[src/hw/rtl/lfpd_pkg.sv]
`default_nettype none
// ----------------------------------------------------------------------------
// lfpd_pkg: shared types and constants for the line follower steering block
// Sizes, register codes, modes, sequencer states and front/back link types.
// ----------------------------------------------------------------------------
package lfpd_pkg;

  localparam int NUM_SENSORS  = 12;
  localparam int SAMPLE_MAX   = 1023;
  localparam int MARK_SENSORS = 9;
  localparam int POS_WEIGHT   = 1000;

  localparam int SMP_W  = 10;
  localparam int PAT_W  = 9;
  localparam int DRV_W  = 12;
  localparam int SIDX_W = (NUM_SENSORS > 1) ? $clog2(NUM_SENSORS) : 1;
  localparam int CNT_W  = $clog2(NUM_SENSORS + 1);
  localparam int SMP_TOP = (SAMPLE_MAX < 1023) ? SAMPLE_MAX : 1023;
  localparam int WGT_W  = $clog2(NUM_SENSORS * POS_WEIGHT + 1);
  localparam int SUM_W  =
    $clog2(POS_WEIGHT * SMP_TOP * (NUM_SENSORS * (NUM_SENSORS + 1) / 2) + 1);
  localparam int DIVR_W = $clog2(NUM_SENSORS * SMP_TOP + 1);
  localparam int DCNT_W = $clog2(SUM_W + 1);
  localparam int CEN_W  = WGT_W;
  localparam int RUN_W  = $clog2(MARK_SENSORS + 1);
  localparam int ACC_W  = 35;

  typedef enum logic [2:0] {
    CFG_MAX_SPEED = 3'd0,
    CFG_CRUISE    = 3'd1,
    CFG_SETPOINT  = 3'd2,
    CFG_VOTE_LIM  = 3'd3,
    CFG_GAIN_P    = 3'd4,
    CFG_GAIN_D    = 3'd5,
    CFG_SAFETY    = 3'd6
  } cfg_idx_e;

  typedef enum logic [1:0] {
    MODE_CENTRE = 2'd0,
    MODE_LEFT   = 2'd1,
    MODE_RIGHT  = 2'd2
  } mode_e;

  typedef enum logic [3:0] {
    B_IDLE, B_VOTE, B_MODE, B_WALK, B_DSTART, B_DIV, B_PD, B_MULP, B_MULD, B_DRIVE
  } back_state_e;

  typedef struct packed {
    logic [11:0] max_speed;
    logic [11:0] cruise_speed;
    logic [13:0] center_setpoint;
    logic [7:0]  vote_limit;
    logic [15:0] gain_p;
    logic [15:0] gain_d;
    logic        safety_mode;
  } cfg_t;

  typedef struct packed {
    logic             valid;
    logic [PAT_W-1:0] mark;
  } job_t;

  typedef struct packed {
    logic              pop;
    logic              busy;
    logic [SIDX_W-1:0] rd_idx;
  } back_ctl_t;

  function automatic logic [WGT_W-1:0] weight(input logic [SIDX_W-1:0] idx);
    return WGT_W'((int'(idx) + 1) * POS_WEIGHT);
  endfunction

endpackage
`default_nettype wire

[src/hw/rtl/lfpd_front.sv]
`default_nettype none
// ----------------------------------------------------------------------------
// lfpd_front: sample intake
// Stores one frame of samples, latches the mark pattern and queues one job.
// ----------------------------------------------------------------------------
module lfpd_front import lfpd_pkg::*; (
  input  logic             clk_i,
  input  logic             rst_ni,
  input  logic             in_valid_i,
  output logic             in_stall_o,
  input  logic [SMP_W-1:0] front_value_i,
  input  logic [PAT_W-1:0] mark_pattern_i,
  input  logic             frame_end_i,
  input  back_ctl_t        ctl_i,
  output job_t             job_o,
  output logic [SMP_W-1:0] rd_data_o
);

  logic [SMP_W-1:0] store_q [NUM_SENSORS];
  logic [CNT_W-1:0] cnt_q, cnt_d;
  logic [PAT_W-1:0] mark_q, mark_d;
  job_t             job_q, job_d;
  logic             accept;
  logic [SMP_W-1:0] smp;
  logic [PAT_W-1:0] mark_sel;

  assign in_stall_o = job_q.valid | ctl_i.busy;
  assign accept     = in_valid_i & ~in_stall_o;
  assign smp        = (int'(front_value_i) > SMP_TOP) ? SMP_W'(SMP_TOP) : front_value_i;
  assign mark_sel   = (cnt_q == '0) ? mark_pattern_i : mark_q;
  assign job_o      = job_q;
  assign rd_data_o  = store_q[ctl_i.rd_idx];

  always_comb begin
    cnt_d  = cnt_q;
    mark_d = mark_q;
    job_d  = job_q;
    if (ctl_i.pop) begin
      job_d.valid = 1'b0;
    end
    if (accept) begin
      mark_d = mark_sel;
      if (cnt_q < CNT_W'(NUM_SENSORS)) begin
        cnt_d = cnt_q + CNT_W'(1);
      end
      if (frame_end_i) begin
        cnt_d = '0;
        job_d = '{valid: 1'b1, mark: mark_sel};
      end
    end
  end

  always_ff @(posedge clk_i or negedge rst_ni) begin
    if (!rst_ni) begin
      cnt_q  <= '0;
      mark_q <= '0;
      job_q  <= '0;
    end else begin
      cnt_q  <= cnt_d;
      mark_q <= mark_d;
      job_q  <= job_d;
    end
  end

  always_ff @(posedge clk_i) begin
    if (accept && cnt_q < CNT_W'(NUM_SENSORS)) begin
      store_q[cnt_q[SIDX_W-1:0]] <= smp;
    end
  end

endmodule
`default_nettype wire

[src/hw/rtl/lfpd_back.sv]
`default_nettype none
// ----------------------------------------------------------------------------
// lfpd_back: frame evaluation sequencer
// Votes on the mark pattern, walks the centroid, divides, runs PD, clamps.
// ----------------------------------------------------------------------------
module lfpd_back import lfpd_pkg::*; (
  input  logic             clk_i,
  input  logic             rst_ni,
  input  cfg_t             cfg_i,
  input  job_t             job_i,
  output back_ctl_t        ctl_o,
  input  logic [SMP_W-1:0] rd_data_i,
  output logic             out_valid_o,
  input  logic             out_stall_i,
  output logic [DRV_W-1:0] left_drive_o,
  output logic [DRV_W-1:0] right_drive_o,
  output logic [1:0]       track_mode_o,
  output logic             line_lost_o,
  output logic [3:0]       transitions_o
);

  back_state_e state_q, state_d;
  logic [7:0]  vc_q, vc_d, vl_q, vl_d, vr_q, vr_d;
  mode_e       mode_q, mode_d;
  logic [MARK_SENSORS-1:0] mark_q, mark_d;
  logic [3:0]  trans_q, trans_d;
  logic [SIDX_W-1:0] k_q, k_d;
  logic        peak_q, peak_d;
  logic [SUM_W-1:0]  sum_q, sum_d, dvd_q, dvd_d, dvd_n;
  logic [DIVR_W-1:0] div_q, div_d, rem_q, rem_d;
  logic [DCNT_W-1:0] dcnt_q, dcnt_d;
  logic [CEN_W-1:0]  center_q, center_d;
  logic signed [15:0] prev_q, prev_d, prop_q, prop_d, prop_n;
  logic signed [16:0] deriv_q, deriv_d;
  logic        lost_q, lost_d;
  logic signed [31:0] prod_q, prod_d;
  logic signed [ACC_W-1:0] acc_q, acc_d, corr;
  logic        ov_q, ov_d;
  logic [DRV_W-1:0] ld_q, ld_d, rd_q, rd_d;
  logic [1:0]  tm_q, tm_d;
  logic        lo_q, lo_d;
  logic [3:0]  to_q, to_d;

  logic [MARK_SENSORS-2:0] diff;
  logic [3:0]        trans_n;
  logic [RUN_W-1:0]  wr, wl;
  logic              vote_c, vote_l, vote_r;
  logic [SIDX_W-1:0] idx;
  logic              peak_n, stop;
  logic [WGT_W+SMP_W-1:0] term;
  logic signed [32:0] dprod;
  logic [DIVR_W:0]   rem_sh, rem_sub;
  logic              ge;
  logic signed [13:0] floor_v;
  logic signed [ACC_W:0] lv, rv;

  function automatic logic [7:0] vote_up(input logic [7:0] v, input logic [7:0] lim);
    return (v <= lim && v != 8'hFF) ? v + 8'd1 : v;
  endfunction

  function automatic logic [7:0] vote_dn(input logic [7:0] v);
    return (v != 8'd0) ? v - 8'd1 : v;
  endfunction

  function automatic logic [DRV_W-1:0] clamp(input logic signed [ACC_W:0] v,
                                             input logic signed [13:0] lo,
                                             input logic [DRV_W-1:0] hi);
    logic signed [ACC_W:0] r;
    r = v;
    if (v > $signed({{(ACC_W-DRV_W){1'b0}}, 1'b0, hi})) begin
      r = $signed({{(ACC_W-DRV_W){1'b0}}, 1'b0, hi});
    end else if (v < (ACC_W+1)'(lo)) begin
      r = (ACC_W+1)'(lo);
    end
    return r[DRV_W-1:0];
  endfunction

  // mark pattern analysis
  always_comb begin
    for (int i = 1; i < MARK_SENSORS; i++) begin
      diff[i-1] = mark_q[i] ^ mark_q[i-1];
    end
    trans_n = 4'($countones(diff));
    wr = RUN_W'(MARK_SENSORS);
    for (int i = 0; i < MARK_SENSORS; i++) begin
      if (mark_q[i]) wr = RUN_W'(MARK_SENSORS - 1 - i);
    end
    wl = RUN_W'(MARK_SENSORS);
    for (int i = MARK_SENSORS - 1; i >= 0; i--) begin
      if (mark_q[i]) wl = RUN_W'(i);
    end
    vote_c = 1'b0;
    vote_l = 1'b0;
    vote_r = 1'b0;
    if (trans_n == 4'd3) begin
      if (wr != '0) vote_l = 1'b1;
      else vote_r = 1'b1;
    end else if (trans_n == 4'd4) begin
      if (wr != '0) begin
        if ((RUN_W+1)'(wr) > (RUN_W+1)'(wl) + 1'b1) vote_l = 1'b1;
        else if ((RUN_W+1)'(wl) > (RUN_W+1)'(wr) + 1'b1) vote_r = 1'b1;
      end else begin
        vote_c = 1'b1;
      end
    end else if (trans_n >= 4'd5 && trans_n <= 4'd7) begin
      vote_c = 1'b1;
    end
  end

  assign idx    = (mode_q == MODE_RIGHT) ? SIDX_W'(NUM_SENSORS - 1) - k_q : k_q;
  assign peak_n = peak_q | (rd_data_i != '0);
  assign stop   = (mode_q != MODE_CENTRE) && peak_n && (rd_data_i == '0);
  assign term   = weight(idx) * rd_data_i;

  assign rem_sh  = {rem_q, dvd_q[SUM_W-1]};
  assign ge      = rem_sh >= {1'b0, div_q};
  assign rem_sub = rem_sh - {1'b0, div_q};
  assign dvd_n   = {dvd_q[SUM_W-2:0], ge};

  assign prop_n  = (center_q == '0) ? prev_q
                 : $signed(16'(center_q)) - $signed(16'(cfg_i.center_setpoint));

  assign dprod   = deriv_q * $signed(cfg_i.gain_d);

  assign corr    = (acc_q + (acc_q[ACC_W-1] ? ACC_W'(255) : ACC_W'(0))) >>> 8;
  assign floor_v = ({1'b0, cfg_i.max_speed} >= {1'b0, cfg_i.cruise_speed})
                 ? $signed(14'({1'b0, cfg_i.max_speed} - {1'b0, cfg_i.cruise_speed}))
                 : 14'sd0;
  assign lv      = (ACC_W+1)'(floor_v) - (ACC_W+1)'(corr);
  assign rv      = (ACC_W+1)'(floor_v) + (ACC_W+1)'(corr);

  always_comb begin
    state_d  = state_q;
    vc_d = vc_q; vl_d = vl_q; vr_d = vr_q;
    mode_d   = mode_q;
    mark_d   = mark_q;
    trans_d  = trans_q;
    k_d      = k_q;
    peak_d   = peak_q;
    sum_d    = sum_q;
    div_d    = div_q;
    dvd_d    = dvd_q;
    rem_d    = rem_q;
    dcnt_d   = dcnt_q;
    center_d = center_q;
    prev_d   = prev_q;
    prop_d   = prop_q;
    deriv_d  = deriv_q;
    lost_d   = lost_q;
    prod_d   = prod_q;
    acc_d    = acc_q;
    ov_d     = ov_q & out_stall_i;
    ld_d = ld_q; rd_d = rd_q; tm_d = tm_q; lo_d = lo_q; to_d = to_q;
    ctl_o.pop    = 1'b0;
    ctl_o.busy   = (state_q != B_IDLE);
    ctl_o.rd_idx = idx;
    unique case (state_q)
      B_IDLE: begin
        if (job_i.valid) begin
          ctl_o.pop = 1'b1;
          mark_d    = MARK_SENSORS'(job_i.mark);
          state_d   = B_VOTE;
        end
      end
      B_VOTE: begin
        trans_d = trans_n;
        if (vote_c) begin
          vc_d = vote_up(vc_q, cfg_i.vote_limit);
          vl_d = vote_dn(vl_q);
          vr_d = vote_dn(vr_q);
        end else if (vote_l) begin
          vl_d = vote_up(vl_q, cfg_i.vote_limit);
          vc_d = vote_dn(vc_q);
          vr_d = vote_dn(vr_q);
        end else if (vote_r) begin
          vr_d = vote_up(vr_q, cfg_i.vote_limit);
          vc_d = vote_dn(vc_q);
          vl_d = vote_dn(vl_q);
        end
        state_d = B_MODE;
      end
      B_MODE: begin
        if (vc_q > vl_q && vc_q > vr_q) mode_d = MODE_CENTRE;
        else if (vl_q > vr_q) mode_d = MODE_LEFT;
        else if (vl_q < vr_q) mode_d = MODE_RIGHT;
        k_d     = '0;
        peak_d  = 1'b0;
        sum_d   = '0;
        div_d   = '0;
        state_d = B_WALK;
      end
      B_WALK: begin
        peak_d = peak_n;
        if (!stop) begin
          sum_d = sum_q + SUM_W'(term);
          div_d = div_q + DIVR_W'(rd_data_i);
        end
        k_d = k_q + SIDX_W'(1);
        if (stop || k_q == SIDX_W'(NUM_SENSORS - 1)) begin
          state_d = B_DSTART;
        end
      end
      B_DSTART: begin
        dvd_d  = sum_q;
        rem_d  = '0;
        dcnt_d = '0;
        if (div_q == '0) begin
          center_d = '0;
          state_d  = B_PD;
        end else begin
          state_d  = B_DIV;
        end
      end
      B_DIV: begin
        rem_d  = ge ? rem_sub[DIVR_W-1:0] : rem_sh[DIVR_W-1:0];
        dvd_d  = dvd_n;
        dcnt_d = dcnt_q + DCNT_W'(1);
        if (dcnt_q == DCNT_W'(SUM_W - 1)) begin
          center_d = CEN_W'(dvd_n);
          state_d  = B_PD;
        end
      end
      B_PD: begin
        lost_d  = (center_q == '0);
        prop_d  = prop_n;
        deriv_d = 17'(prop_n) - 17'(prev_q);
        prev_d  = prop_n;
        state_d = B_MULP;
      end
      B_MULP: begin
        prod_d  = prop_q * $signed(cfg_i.gain_p);
        state_d = B_MULD;
      end
      B_MULD: begin
        acc_d   = ACC_W'(prod_q) + ACC_W'(dprod);
        state_d = B_DRIVE;
      end
      B_DRIVE: begin
        if (!ov_q || !out_stall_i) begin
          ov_d = 1'b1;
          if (cfg_i.safety_mode && trans_q == 4'd0) begin
            ld_d = cfg_i.max_speed;
            rd_d = cfg_i.max_speed;
          end else begin
            ld_d = clamp(lv, floor_v, cfg_i.max_speed);
            rd_d = clamp(rv, floor_v, cfg_i.max_speed);
          end
          tm_d    = mode_q;
          lo_d    = lost_q;
          to_d    = trans_q;
          state_d = B_IDLE;
        end
      end
      default: state_d = B_IDLE;
    endcase
  end

  always_ff @(posedge clk_i or negedge rst_ni) begin
    if (!rst_ni) begin
      state_q <= B_IDLE;
      vc_q    <= '0;
      vl_q    <= '0;
      vr_q    <= '0;
      mode_q  <= MODE_CENTRE;
      prev_q  <= '0;
      ov_q    <= 1'b0;
      k_q     <= '0;
      dcnt_q  <= '0;
      peak_q  <= 1'b0;
    end else begin
      state_q <= state_d;
      vc_q    <= vc_d;
      vl_q    <= vl_d;
      vr_q    <= vr_d;
      mode_q  <= mode_d;
      prev_q  <= prev_d;
      ov_q    <= ov_d;
      k_q     <= k_d;
      dcnt_q  <= dcnt_d;
      peak_q  <= peak_d;
    end
  end

  always_ff @(posedge clk_i) begin
    mark_q   <= mark_d;
    trans_q  <= trans_d;
    sum_q    <= sum_d;
    div_q    <= div_d;
    dvd_q    <= dvd_d;
    rem_q    <= rem_d;
    center_q <= center_d;
    prop_q   <= prop_d;
    deriv_q  <= deriv_d;
    lost_q   <= lost_d;
    prod_q   <= prod_d;
    acc_q    <= acc_d;
    ld_q     <= ld_d;
    rd_q     <= rd_d;
    tm_q     <= tm_d;
    lo_q     <= lo_d;
    to_q     <= to_d;
  end

  assign out_valid_o   = ov_q;
  assign left_drive_o  = ld_q;
  assign right_drive_o = rd_q;
  assign track_mode_o  = tm_q;
  assign line_lost_o   = lo_q;
  assign transitions_o = to_q;

endmodule
`default_nettype wire

[src/hw/rtl/line_follow_pd_steering.sv]
`default_nettype none
// ----------------------------------------------------------------------------
// line_follow_pd_steering: centroid line follower with PD steering
// Front stores one frame of samples; back votes, finds the line, runs PD.
//
//   channel   handshake                 payload
//   in        in_valid_i / in_stall_o   front_value_i, mark_pattern_i, frame_end_i
//   out       out_valid_o / out_stall_i left/right_drive_o, track_mode_o,
//                                       line_lost_o, transitions_o
//   cfg       cfg_valid_i / cfg_ready_o cfg_index_i, cfg_data_i
//
// One sample per cycle is taken while the back end is idle.
// The back end evaluates a frame with the one-sample-per-cycle centroid walk and
// the bit-serial divider.
// Input stalls from frame end until the back end has loaded its result.
// Reset clears votes, mode, previous error and the sample count.
// ----------------------------------------------------------------------------
module line_follow_pd_steering import lfpd_pkg::*; (
  input  logic             clk_i,
  input  logic             rst_ni,
  input  logic             in_valid_i,
  output logic             in_stall_o,
  input  logic [SMP_W-1:0] front_value_i,
  input  logic [PAT_W-1:0] mark_pattern_i,
  input  logic             frame_end_i,
  output logic             out_valid_o,
  input  logic             out_stall_i,
  output logic [DRV_W-1:0] left_drive_o,
  output logic [DRV_W-1:0] right_drive_o,
  output logic [1:0]       track_mode_o,
  output logic             line_lost_o,
  output logic [3:0]       transitions_o,
  input  logic             cfg_valid_i,
  output logic             cfg_ready_o,
  input  logic [2:0]       cfg_index_i,
  input  logic [15:0]      cfg_data_i
);

  cfg_t             cfg_q, cfg_d;
  job_t             job;
  back_ctl_t        ctl;
  logic [SMP_W-1:0] rd_data;

  assign cfg_ready_o = 1'b1;

  always_comb begin
    cfg_d = cfg_q;
    if (cfg_valid_i) begin
      unique case (cfg_idx_e'(cfg_index_i))
        CFG_MAX_SPEED: cfg_d.max_speed       = cfg_data_i[11:0];
        CFG_CRUISE:    cfg_d.cruise_speed    = cfg_data_i[11:0];
        CFG_SETPOINT:  cfg_d.center_setpoint = cfg_data_i[13:0];
        CFG_VOTE_LIM:  cfg_d.vote_limit      = cfg_data_i[7:0];
        CFG_GAIN_P:    cfg_d.gain_p          = cfg_data_i;
        CFG_GAIN_D:    cfg_d.gain_d          = cfg_data_i;
        CFG_SAFETY:    cfg_d.safety_mode     = cfg_data_i[0];
        default:       cfg_d = cfg_q;
      endcase
    end
  end

  always_ff @(posedge clk_i or negedge rst_ni) begin
    if (!rst_ni) begin
      cfg_q <= '{max_speed: 12'd4095, cruise_speed: 12'd3000,
                 center_setpoint: 14'd6500, vote_limit: 8'd10,
                 gain_p: 16'd64, gain_d: 16'd77, safety_mode: 1'b0};
    end else begin
      cfg_q <= cfg_d;
    end
  end

  lfpd_front u_front (
    .clk_i          (clk_i),
    .rst_ni         (rst_ni),
    .in_valid_i     (in_valid_i),
    .in_stall_o     (in_stall_o),
    .front_value_i  (front_value_i),
    .mark_pattern_i (mark_pattern_i),
    .frame_end_i    (frame_end_i),
    .ctl_i          (ctl),
    .job_o          (job),
    .rd_data_o      (rd_data)
  );

  lfpd_back u_back (
    .clk_i         (clk_i),
    .rst_ni        (rst_ni),
    .cfg_i         (cfg_q),
    .job_i         (job),
    .ctl_o         (ctl),
    .rd_data_i     (rd_data),
    .out_valid_o   (out_valid_o),
    .out_stall_i   (out_stall_i),
    .left_drive_o  (left_drive_o),
    .right_drive_o (right_drive_o),
    .track_mode_o  (track_mode_o),
    .line_lost_o   (line_lost_o),
    .transitions_o (transitions_o)
  );

`ifndef SYNTHESIS
  a_busy_stalls: assert property (@(posedge clk_i) disable iff (!rst_ni)
    ctl.busy |-> in_stall_o) else $error("input taken while back end busy");
  a_pop_idle: assert property (@(posedge clk_i) disable iff (!rst_ni)
    ctl.pop |=> ctl.busy) else $error("job popped without starting");
  a_mode_code: assert property (@(posedge clk_i) disable iff (!rst_ni)
    out_valid_o |-> track_mode_o != 2'd3) else $error("bad track mode");
  a_drive_max: assert property (@(posedge clk_i) disable iff (!rst_ni)
    out_valid_o |-> (left_drive_o <= cfg_q.max_speed && right_drive_o <= cfg_q.max_speed))
    else $error("drive above max speed");
`endif

endmodule
`default_nettype wire

[config.mk]
export PLATFORM = sky130hd
export DESIGN_NAME = line_follow_pd_steering
export DESIGN_NICKNAME = d
export VERILOG_FILES = /design/src/hw/rtl/lfpd_pkg.sv /design/src/hw/rtl/lfpd_front.sv /design/src/hw/rtl/lfpd_back.sv /design/src/hw/rtl/line_follow_pd_steering.sv
export SDC_FILE = /design/constraint.sdc
export NUM_CORES = 2
export LEC_CHECK = 0
export BUFFER_PORTS_ARGS = -buffer_cell sky130_fd_sc_hd__buf_2
export CAP_MARGIN = 20
export CORE_MARGIN = 2
export CORE_UTILIZATION = 60
export CTS_CLUSTER_SIZE = 12
export DETAILED_ROUTE_END_ITERATION = 12
export PLACE_DENSITY = 0.79
export SYNTH_ARGS = -nofsm -noshare
export SYNTH_HDL_FRONTEND = slang
export SYNTH_SLANG_ARGS = --single-unit
[constraint.sdc]
create_clock -name clk_i -period 9.99 [get_ports clk_i]
set_input_delay 0.4995 -clock clk_i [delete_from_list [all_inputs] [get_ports clk_i]]
set_output_delay 0.4995 -clock clk_i [all_outputs]
set_load 0.05 [all_outputs]
---- After elaboration in Yosys (flattened, before gate mapping) ----
Memory sizes are Yosys's and may differ from the RTL's.
Index checks and enable logic that the tools add are counted.
word-level totals
  bits in registers ....................... 400
  ROM bits ................................ 0
  output and inout port bits .............. 34
  input bits .............................. 44
  memories ................................ 1
  memory bits (writable) .................. 120
  bits in latches ......................... 0
cells by class
  div/mod/pow operators ................... 0
  reduce and logical (&&, ||, !) cells .... 51
  $lt $le $gt $ge ......................... 18
  shift-type cells ........................ 0
  add/sub/neg operators ................... 30
  multiplexer cells ....................... 91
  $mul .................................... 4
  equal/unequal tests ..................... 31
  bitwise gates (word level) .............. 13
memories
  name             depth  bits a word  read ports  clocked after memory_dff  write ports  line              RTL
  u_front.store_q  12     10           1           0                         1            lfpd_front.sv:19  logic [SMP_W-1:0] store_q [NUM_SENSORS];
operators with widths
  kind                   number
  $mux 8                 16
  $pmux 27 s2            2
  $mux 4                 23
  $pmux 14 s2            3
  $mux 12                6
  $mux 14                5
  $gt 28x13->1           2
  $lt 28x14->1           2
  $pmux 4 s10            1
  $add 35x9->35          1
  $add 32x33->34         1
  $mul 17x16->33         1
  $mul 16x16->32         1
  $mul 32x8->11 const B  1
  $add 14x27->28         1
  $logic_not 14->1       2
  $sub 14x27->28         1
  $add 27x24->27         1
  $mux 27                1
  $reduce_and 2->1       13
  $add 8x1->8 const B    3
  $gt 8x8->1             3
  $le 8x8->1             3
  $ne 8x8->1 const B     3
  other kinds (57)       142

---- Logic depth before layout (Yosys ltp) ----
  depth in word-level cells ............... 19
  gate-level depth with buffers ........... 47
  gate-level depth less buffers ........... 43

---- By module ----
From an unflattened synthesis, not the netlist that was laid out.
unflattened totals
  cells, all modules ...................... 5698
  area total of the unflattened synthesis .. 57323.7 um2
modules (own cells, without submodules)
  module                   sequential area each (um2)  area an instance (um2)  cells an instance  instances
  lfpd_back                8543.2                      48358.9                 5190               1
  lfpd_front               4179.0                      5828.1                  334                1
  line_follow_pd_steering  2016.9                      3136.8                  174                1

---- Least setup slack after synthesis ----
No wires, ideal clock.
  kind .................................... reg-to-reg
  start ................................... reg u_back.k_q[1]
  end ..................................... reg u_back.sum_q[25] (data pin)
  data required time ...................... 9.724 ns
  arrival time ............................ 10.109 ns
  path slack .............................. -0.385 ns
  cell stages (with the launch flop) ...... 45
  clock period less this slack ............ 10.375 ns
  cells stage by stage .................... dfrtp_1 -> buf_2 -> buf_2 -> buf_2 -> clkbuf_1 -> nand3_1 -> o21ai_1 -> xnor2_1 -> ha_1 -> xnor2_1 -> ha_1 -> inv_1 -> fa_1 -> inv_1 -> ha_1 -> fa_1 -> a21o_1 -> a21oi_1 -> (+9 left out) -> inv_1 -> ha_1 -> a21o_1 -> o2111ai_1 -> nand2_1 -> o21ai_0 -> nand2b_1 -> xor2_1 -> ha_1 -> a21oi_1 -> nand2b_1 -> inv_1 -> a311oi_1 -> o211ai_1 -> a31o_2 -> nand2_1 -> xor2_1 -> nor2_1
between the ends
  word-level cells in the longest chain between the ends .. 8
  elaborated cells between the ends (all ways) .. 9
  classes of those cells .................. add/sub (3); mul (2); mux (3); memory (1)
ends and longest elaborated chain
  item                    line              RTL
  from (decl)             lfpd_back.sv:27   logic [SIDX_W-1:0] k_q, k_d;
  from (signal assigned)  lfpd_back.sv:278  k_q <= k_d;
  $sub 4x4->4             lfpd_back.sv:110  assign idx = (mode_q == MODE_RIGHT) ? SIDX_W'(NUM_SENSORS - 1) - k_q : k_q;
  $mux 4 (*)              lfpd_back.sv:110
  $add 4x1->5             lfpd_pkg.sv:70    return WGT_W'((int'(idx) + 1) * POS_WEIGHT);
  $mul 32x8->11           lfpd_pkg.sv:70
  $mul 11x10->21 (*)      lfpd_back.sv:113  assign term = weight(idx) * rd_data_i;
  $add 27x24->27 (*)      lfpd_back.sv:195  sum_d = sum_q + SUM_W'(term);
  $mux 27 (*)             lfpd_back.sv:194  if (!stop) begin
  $pmux 27 s2 (*)         lfpd_back.sv:157  unique case (state_q)
  to (signal assigned)    lfpd_back.sv:287  sum_q <= sum_d;
  to (decl)               lfpd_back.sv:29   logic [SUM_W-1:0] sum_q, sum_d, dvd_q, dvd_d, dvd_n;
Every way passes the cells marked *; elsewhere a longest branch is shown, timed or not. The select of a mux whose other input is x is not followed.
A chain may end at the register's enable or synchronous reset.

---- Worst setup path in the final report ----
  start ................................... reg u_back.mode_q[1]
  end ..................................... reg u_back.sum_q[25] (data pin)
between the ends
  word-level cells in the longest chain between the ends .. 8
  elaborated cells between the ends (all ways) .. 9
  classes of those cells .................. add/sub (2); mul (2); eq/ne (1); mux (3); memory (1)
ends and longest elaborated chain
  item                    line              RTL
  from (decl)             lfpd_back.sv:24   mode_e mode_q, mode_d;
  from (signal assigned)  lfpd_back.sv:275  mode_q <= mode_d;
  $eq 2x2->1 (*)          lfpd_back.sv:110
  $mux 4 (*)              lfpd_back.sv:110
  $add 4x1->5             lfpd_pkg.sv:70
  $mul 32x8->11           lfpd_pkg.sv:70
  $mul 11x10->21 (*)      lfpd_back.sv:113
  $add 27x24->27 (*)      lfpd_back.sv:195
  $mux 27 (*)             lfpd_back.sv:194
  $pmux 27 s2 (*)         lfpd_back.sv:157
Marks and branches as above.

==> impl_metrics.xml <==
<?xml version="1.0" encoding="UTF-8"?>
<metrics>
  <group name="timing">
    <metric name="finalMaxSlewViolations" unit="">0</metric>
    <metric name="final-setup-viol-count" unit="">0</metric>
    <metric name="hold_slack" unit="ns">0.0989</metric>
    <metric name="timing.final.hold_violations" unit="">0</metric>
    <metric name="worst_pin_slew" unit="ns">1.04</metric>
    <metric name="finalCritPeriodShare" unit="%">94.8</metric>
    <metric name="timing.max_slew.rel_slack" unit="%">30.6</metric>
    <metric name="setup_total_negative_slack" unit="ns">0</metric>
    <metric name="max_clock_freq" unit="GHz">0.106</metric>
    <metric name="final_period_minus_worst_setup_slack" unit="ns">9.47</metric>
    <metric name="finClkSkew" unit="ns">0.0324</metric>
  </group>
  <group name="synthesis">
    <metric name="simple_gate_portion_of_the_synthesized_area" unit="%">13.2</metric>
    <metric name="fraction_of_registers_with_async_set_or_reset_after_synthesis" unit="%">30.8</metric>
    <metric name="synth_sequential_area_ratio" unit="%">25.7</metric>
    <metric name="per_instance_average_area_after_synthesis" unit="um2">10.1</metric>
    <metric name="synth_enable_flop_cells" unit="">357</metric>
    <metric name="ys_types" unit="">94</metric>
    <metric name="synthesis.yosys.warnings" unit="">0</metric>
    <metric name="post_synth_adder_cell_area" unit="%">35.7</metric>
    <metric name="post_synthesis_cell_count" unit="">5704</metric>
    <metric name="combinational_family_with_the_most_area_after_synthesis" unit="">adder cells</metric>
    <metric name="synthMuxAreaShare" unit="%">5.22</metric>
    <metric name="synth_nets" unit="">6987</metric>
    <metric name="top_flip_flop_cell_by_instance_count_after_synthesis" unit="">edfxtp_1</metric>
    <metric name="postSynthRegisterBits" unit="">516</metric>
    <metric name="synth_xor_area_share" unit="%">3.94</metric>
    <metric name="synth.cell_area" unit="um2">57400</metric>
    <metric name="synth_compound_gate_area_share" unit="%">8.91</metric>
  </group>
  <group name="routing">
    <metric name="detail_route.vias_per_cell" unit="">5.83</metric>
    <metric name="post_drt_wl_per_cell" unit="um">19.1</metric>
    <metric name="vias_post_dr" unit="">41100</metric>
    <metric name="detail_route.first_pass.iterations" unit="">6</metric>
    <metric name="first_iter_violations" unit="">2963</metric>
    <metric name="antenna_left" unit="">0</metric>
    <metric name="route.detailed.drc" unit="">0</metric>
    <metric name="totalWireLength" unit="mm">134</metric>
  </group>
  <group name="critical_path">
    <metric name="cell_with_the_most_instances_on_the_worst_path" unit="">fa_1</metric>
    <metric name="critPathKind" unit="">reg -&gt; reg</metric>
    <metric name="timing.critical_path.slowest_cell_delay" unit="ns">0.50</metric>
    <metric name="critical_path.endpoint_type" unit="">flop</metric>
    <metric name="critical-path-slowest-cell" unit="">fa_1</metric>
    <metric name="r2r_setup_slack" unit="ns">0.52</metric>
    <metric name="critPathMaxFanout" unit="">9</metric>
    <metric name="crit_path_start_kind" unit="">flop</metric>
    <metric name="cp.arrival" unit="ns">9.85</metric>
    <metric name="critPathRequiredTime" unit="ns">10.37</metric>
  </group>
  <group name="global_route">
    <metric name="total_overflow_reported_by_the_global_router" unit="">0</metric>
    <metric name="globalRouteTotalUtil" unit="%">28.0</metric>
    <metric name="wire_length_of_the_first_global_routing_pass" unit="mm">220</metric>
    <metric name="grt_max_degree" unit="">90</metric>
    <metric name="first_global_vias" unit="">42700</metric>
    <metric name="initial_antenna_violation_count" unit="">6</metric>
  </group>
  <group name="hold_path">
    <metric name="hold_class" unit="">in -&gt; reg</metric>
  </group>
  <group name="floorplan">
    <metric name="floorplan.die_area" unit="um2">98100</metric>
    <metric name="effective_utilization_at_floorplan" unit="%">60.5</metric>
    <metric name="floorplan.io_pins" unit="">78</metric>
    <metric name="std_cell_rows" unit="">113</metric>
    <metric name="die_y" unit="um">313</metric>
    <metric name="dieWidth" unit="um">313</metric>
    <metric name="core_region_area" unit="um2">94900</metric>
  </group>
  <group name="cts">
    <metric name="clockRootBuffer" unit="">clkbuf_16</metric>
    <metric name="max-clock-path-buffers" unit="">3</metric>
    <metric name="cts_made_buffers" unit="">55</metric>
    <metric name="worst_skew_pair.late_latency" unit="ns">0.64</metric>
    <metric name="h-tree-depth" unit="">2</metric>
    <metric name="tritoncts" unit="">built</metric>
    <metric name="clkSinkCount" unit="">516</metric>
    <metric name="cts.clk_slew.worst_paths" unit="ns">0.06</metric>
  </group>
  <group name="placement">
    <metric name="hpwl" unit="mm">105</metric>
    <metric name="port_buffers" unit="">76</metric>
    <metric name="globalplace.congestion" unit="">0.915</metric>
    <metric name="placed_cells_incl_taps" unit="">6924</metric>
  </group>
  <group name="layout">
    <metric name="area_growth" unit="%">6.71</metric>
    <metric name="final-instance-count-excl-fill" unit="">7037</metric>
    <metric name="layout.filler_cells" unit="">7367</metric>
    <metric name="layout_commonest_cell" unit="">inv_1</metric>
    <metric name="final_cell_mix" unit="">925 x inv_1, 664 x fa_1, 615 x nand2_1, 570 x ha_1, 357 x edfxtp_1</metric>
    <metric name="design.final.nets" unit="">7006</metric>
    <metric name="drive_above_1_share" unit="%">7.95</metric>
  </group>
  <group name="run">
    <metric name="max-cap-violations" unit="">0</metric>
  </group>
  <group name="outcome">
    <metric name="run_status" unit="">finished, final reports clean</metric>
  </group>
</metrics>
==> final timing paths <==
path | startpoint | end | cells after the start
max | u_back.mode_q[1]$_DFFE_PN0P_ | u_back.sum_q[25]$_SDFFCE_PN0P_ | 40
min | mark_pattern_i[1] | u_front.mark_q[1]$_DFFE_PN0P_ | 2
max reg2reg | u_back.mode_q[1]$_DFFE_PN0P_ | u_back.sum_q[25]$_SDFFCE_PN0P_ | 40
min reg2reg | u_back.trans_q[0]$_DFFE_PP_ | u_back.transitions_o[0]$_DFFE_PP_ | 0
max in group asynchronous | rst_ni | cfg_q[29]$_DFFE_PN0P_ | 3
min in group asynchronous | rst_ni | u_front.cnt_q[3]$_DFFE_PN0P_ | 2
==> worst max-delay path: cells and delay by family (launching register included) <==
| family | cells | cell delay, ns |
|---|---|---|
| AOI/OAI and AO/OA | 9 | 1.85 |
| buffers and inverters | 6 | 0.39 |
| xor gates and xnor gates | 5 | 0.77 |
| adders and majority gates | 12 | 4.84 |
| DFF | 1 | 0.40 |
| and+or+nand+nor | 8 | 0.92 |
==> synthesized netlist by cell type (all sizes together) (70+ instances only) <==
cell type / count / share of area (%)
a21o: 96 / 1.3
a21oi: 209 / 1.8
and2: 256 / 2.8
clkbuf: 148 / 0.97
dfrtp: 127 / 5.5
edfxtp: 357 / 19
fa: 665 / 23
ha: 574 / 13
inv: 931 / 6.1
mux2: 73 / 1.4
mux2i: 73 / 1.3
nand2: 615 / 4.0
nor2: 282 / 1.8
o21ai: 192 / 1.7
xnor2: 188 / 2.9
xor2: 70 / 1.1
==> area by class of cell <==
cell class	count	area, um2	area share (%)
diodes	2	5.00	0.00818
flip-flops and latches	516	14700	24.1
clock buffers	86	1580	2.59
repair buffers	138	887	1.45
inverters	932	3500	5.72
clock inverters	18	269	0.439
well taps	1265	1580	2.59
multi-input cells	4080	38600	63.1
==> layer usage <==
| metal | up-vias | share of wire [%] | track usage, % |
|---|---|---|---|
| met4 | 8 | 4.1 | 10.9 |
| met1 | 20500 | 40 | 35.8 |
| met3 | 334 | 5.9 | 3.22 |
| met2 | 1316 | 50 | 48.8 |
| li1 | 18900 | - | - |
| met5 | - | 0.034 | 0 |
==> registers in the layout, indices dropped and copies added (netlist names), 17 cells and up <==
| register | flops |
|---|---|
| u_front.store_q | 120 |
| cfg_q | 79 |
| u_back.dvd_q | 27 |
| u_back.sum_q | 24 |
| u_back.deriv_q | 17 |
| u_back.acc_q | 34 |
| u_back.prod_q | 32 |
==> stage by stage <==
stage / area, um2 / worst slack (ns) / utilization [%]
floorplan: 57400 / 0.00161 / -
global placement: 59200 / 0.101 / 62.4
detailed placement: 59200 / -0.0205 / 62.4
CTS: 61000 / 0.0683 / 64.3
global route: 61200 / -0.0307 / 64.5
finish: 61200 / 0.521 / 64.5
==> cells by family after synthesis <==
logic type                 count (synthesis)
xor gates and xnor gates                 258
and+or+nand+nor                         1578
AOI/OAI and AO/OA                        794
adders and majority gates               1239
DFF                                      516
muxes                                    210
buffers and inverters                   1108
other                                      1
==> what timing repair did <==
action,in CTS,in global routing
setup endpoints to repair,3,9
resized for setup,3,21
pin swaps,0,8
hold endpoints to repair,62,0
hold buffers,1,0
buffers inserted,0,4
Power is left out: the tool's default activity adds up to more than one toggle a clock period on the data nets, which glitch-free logic cannot reach.
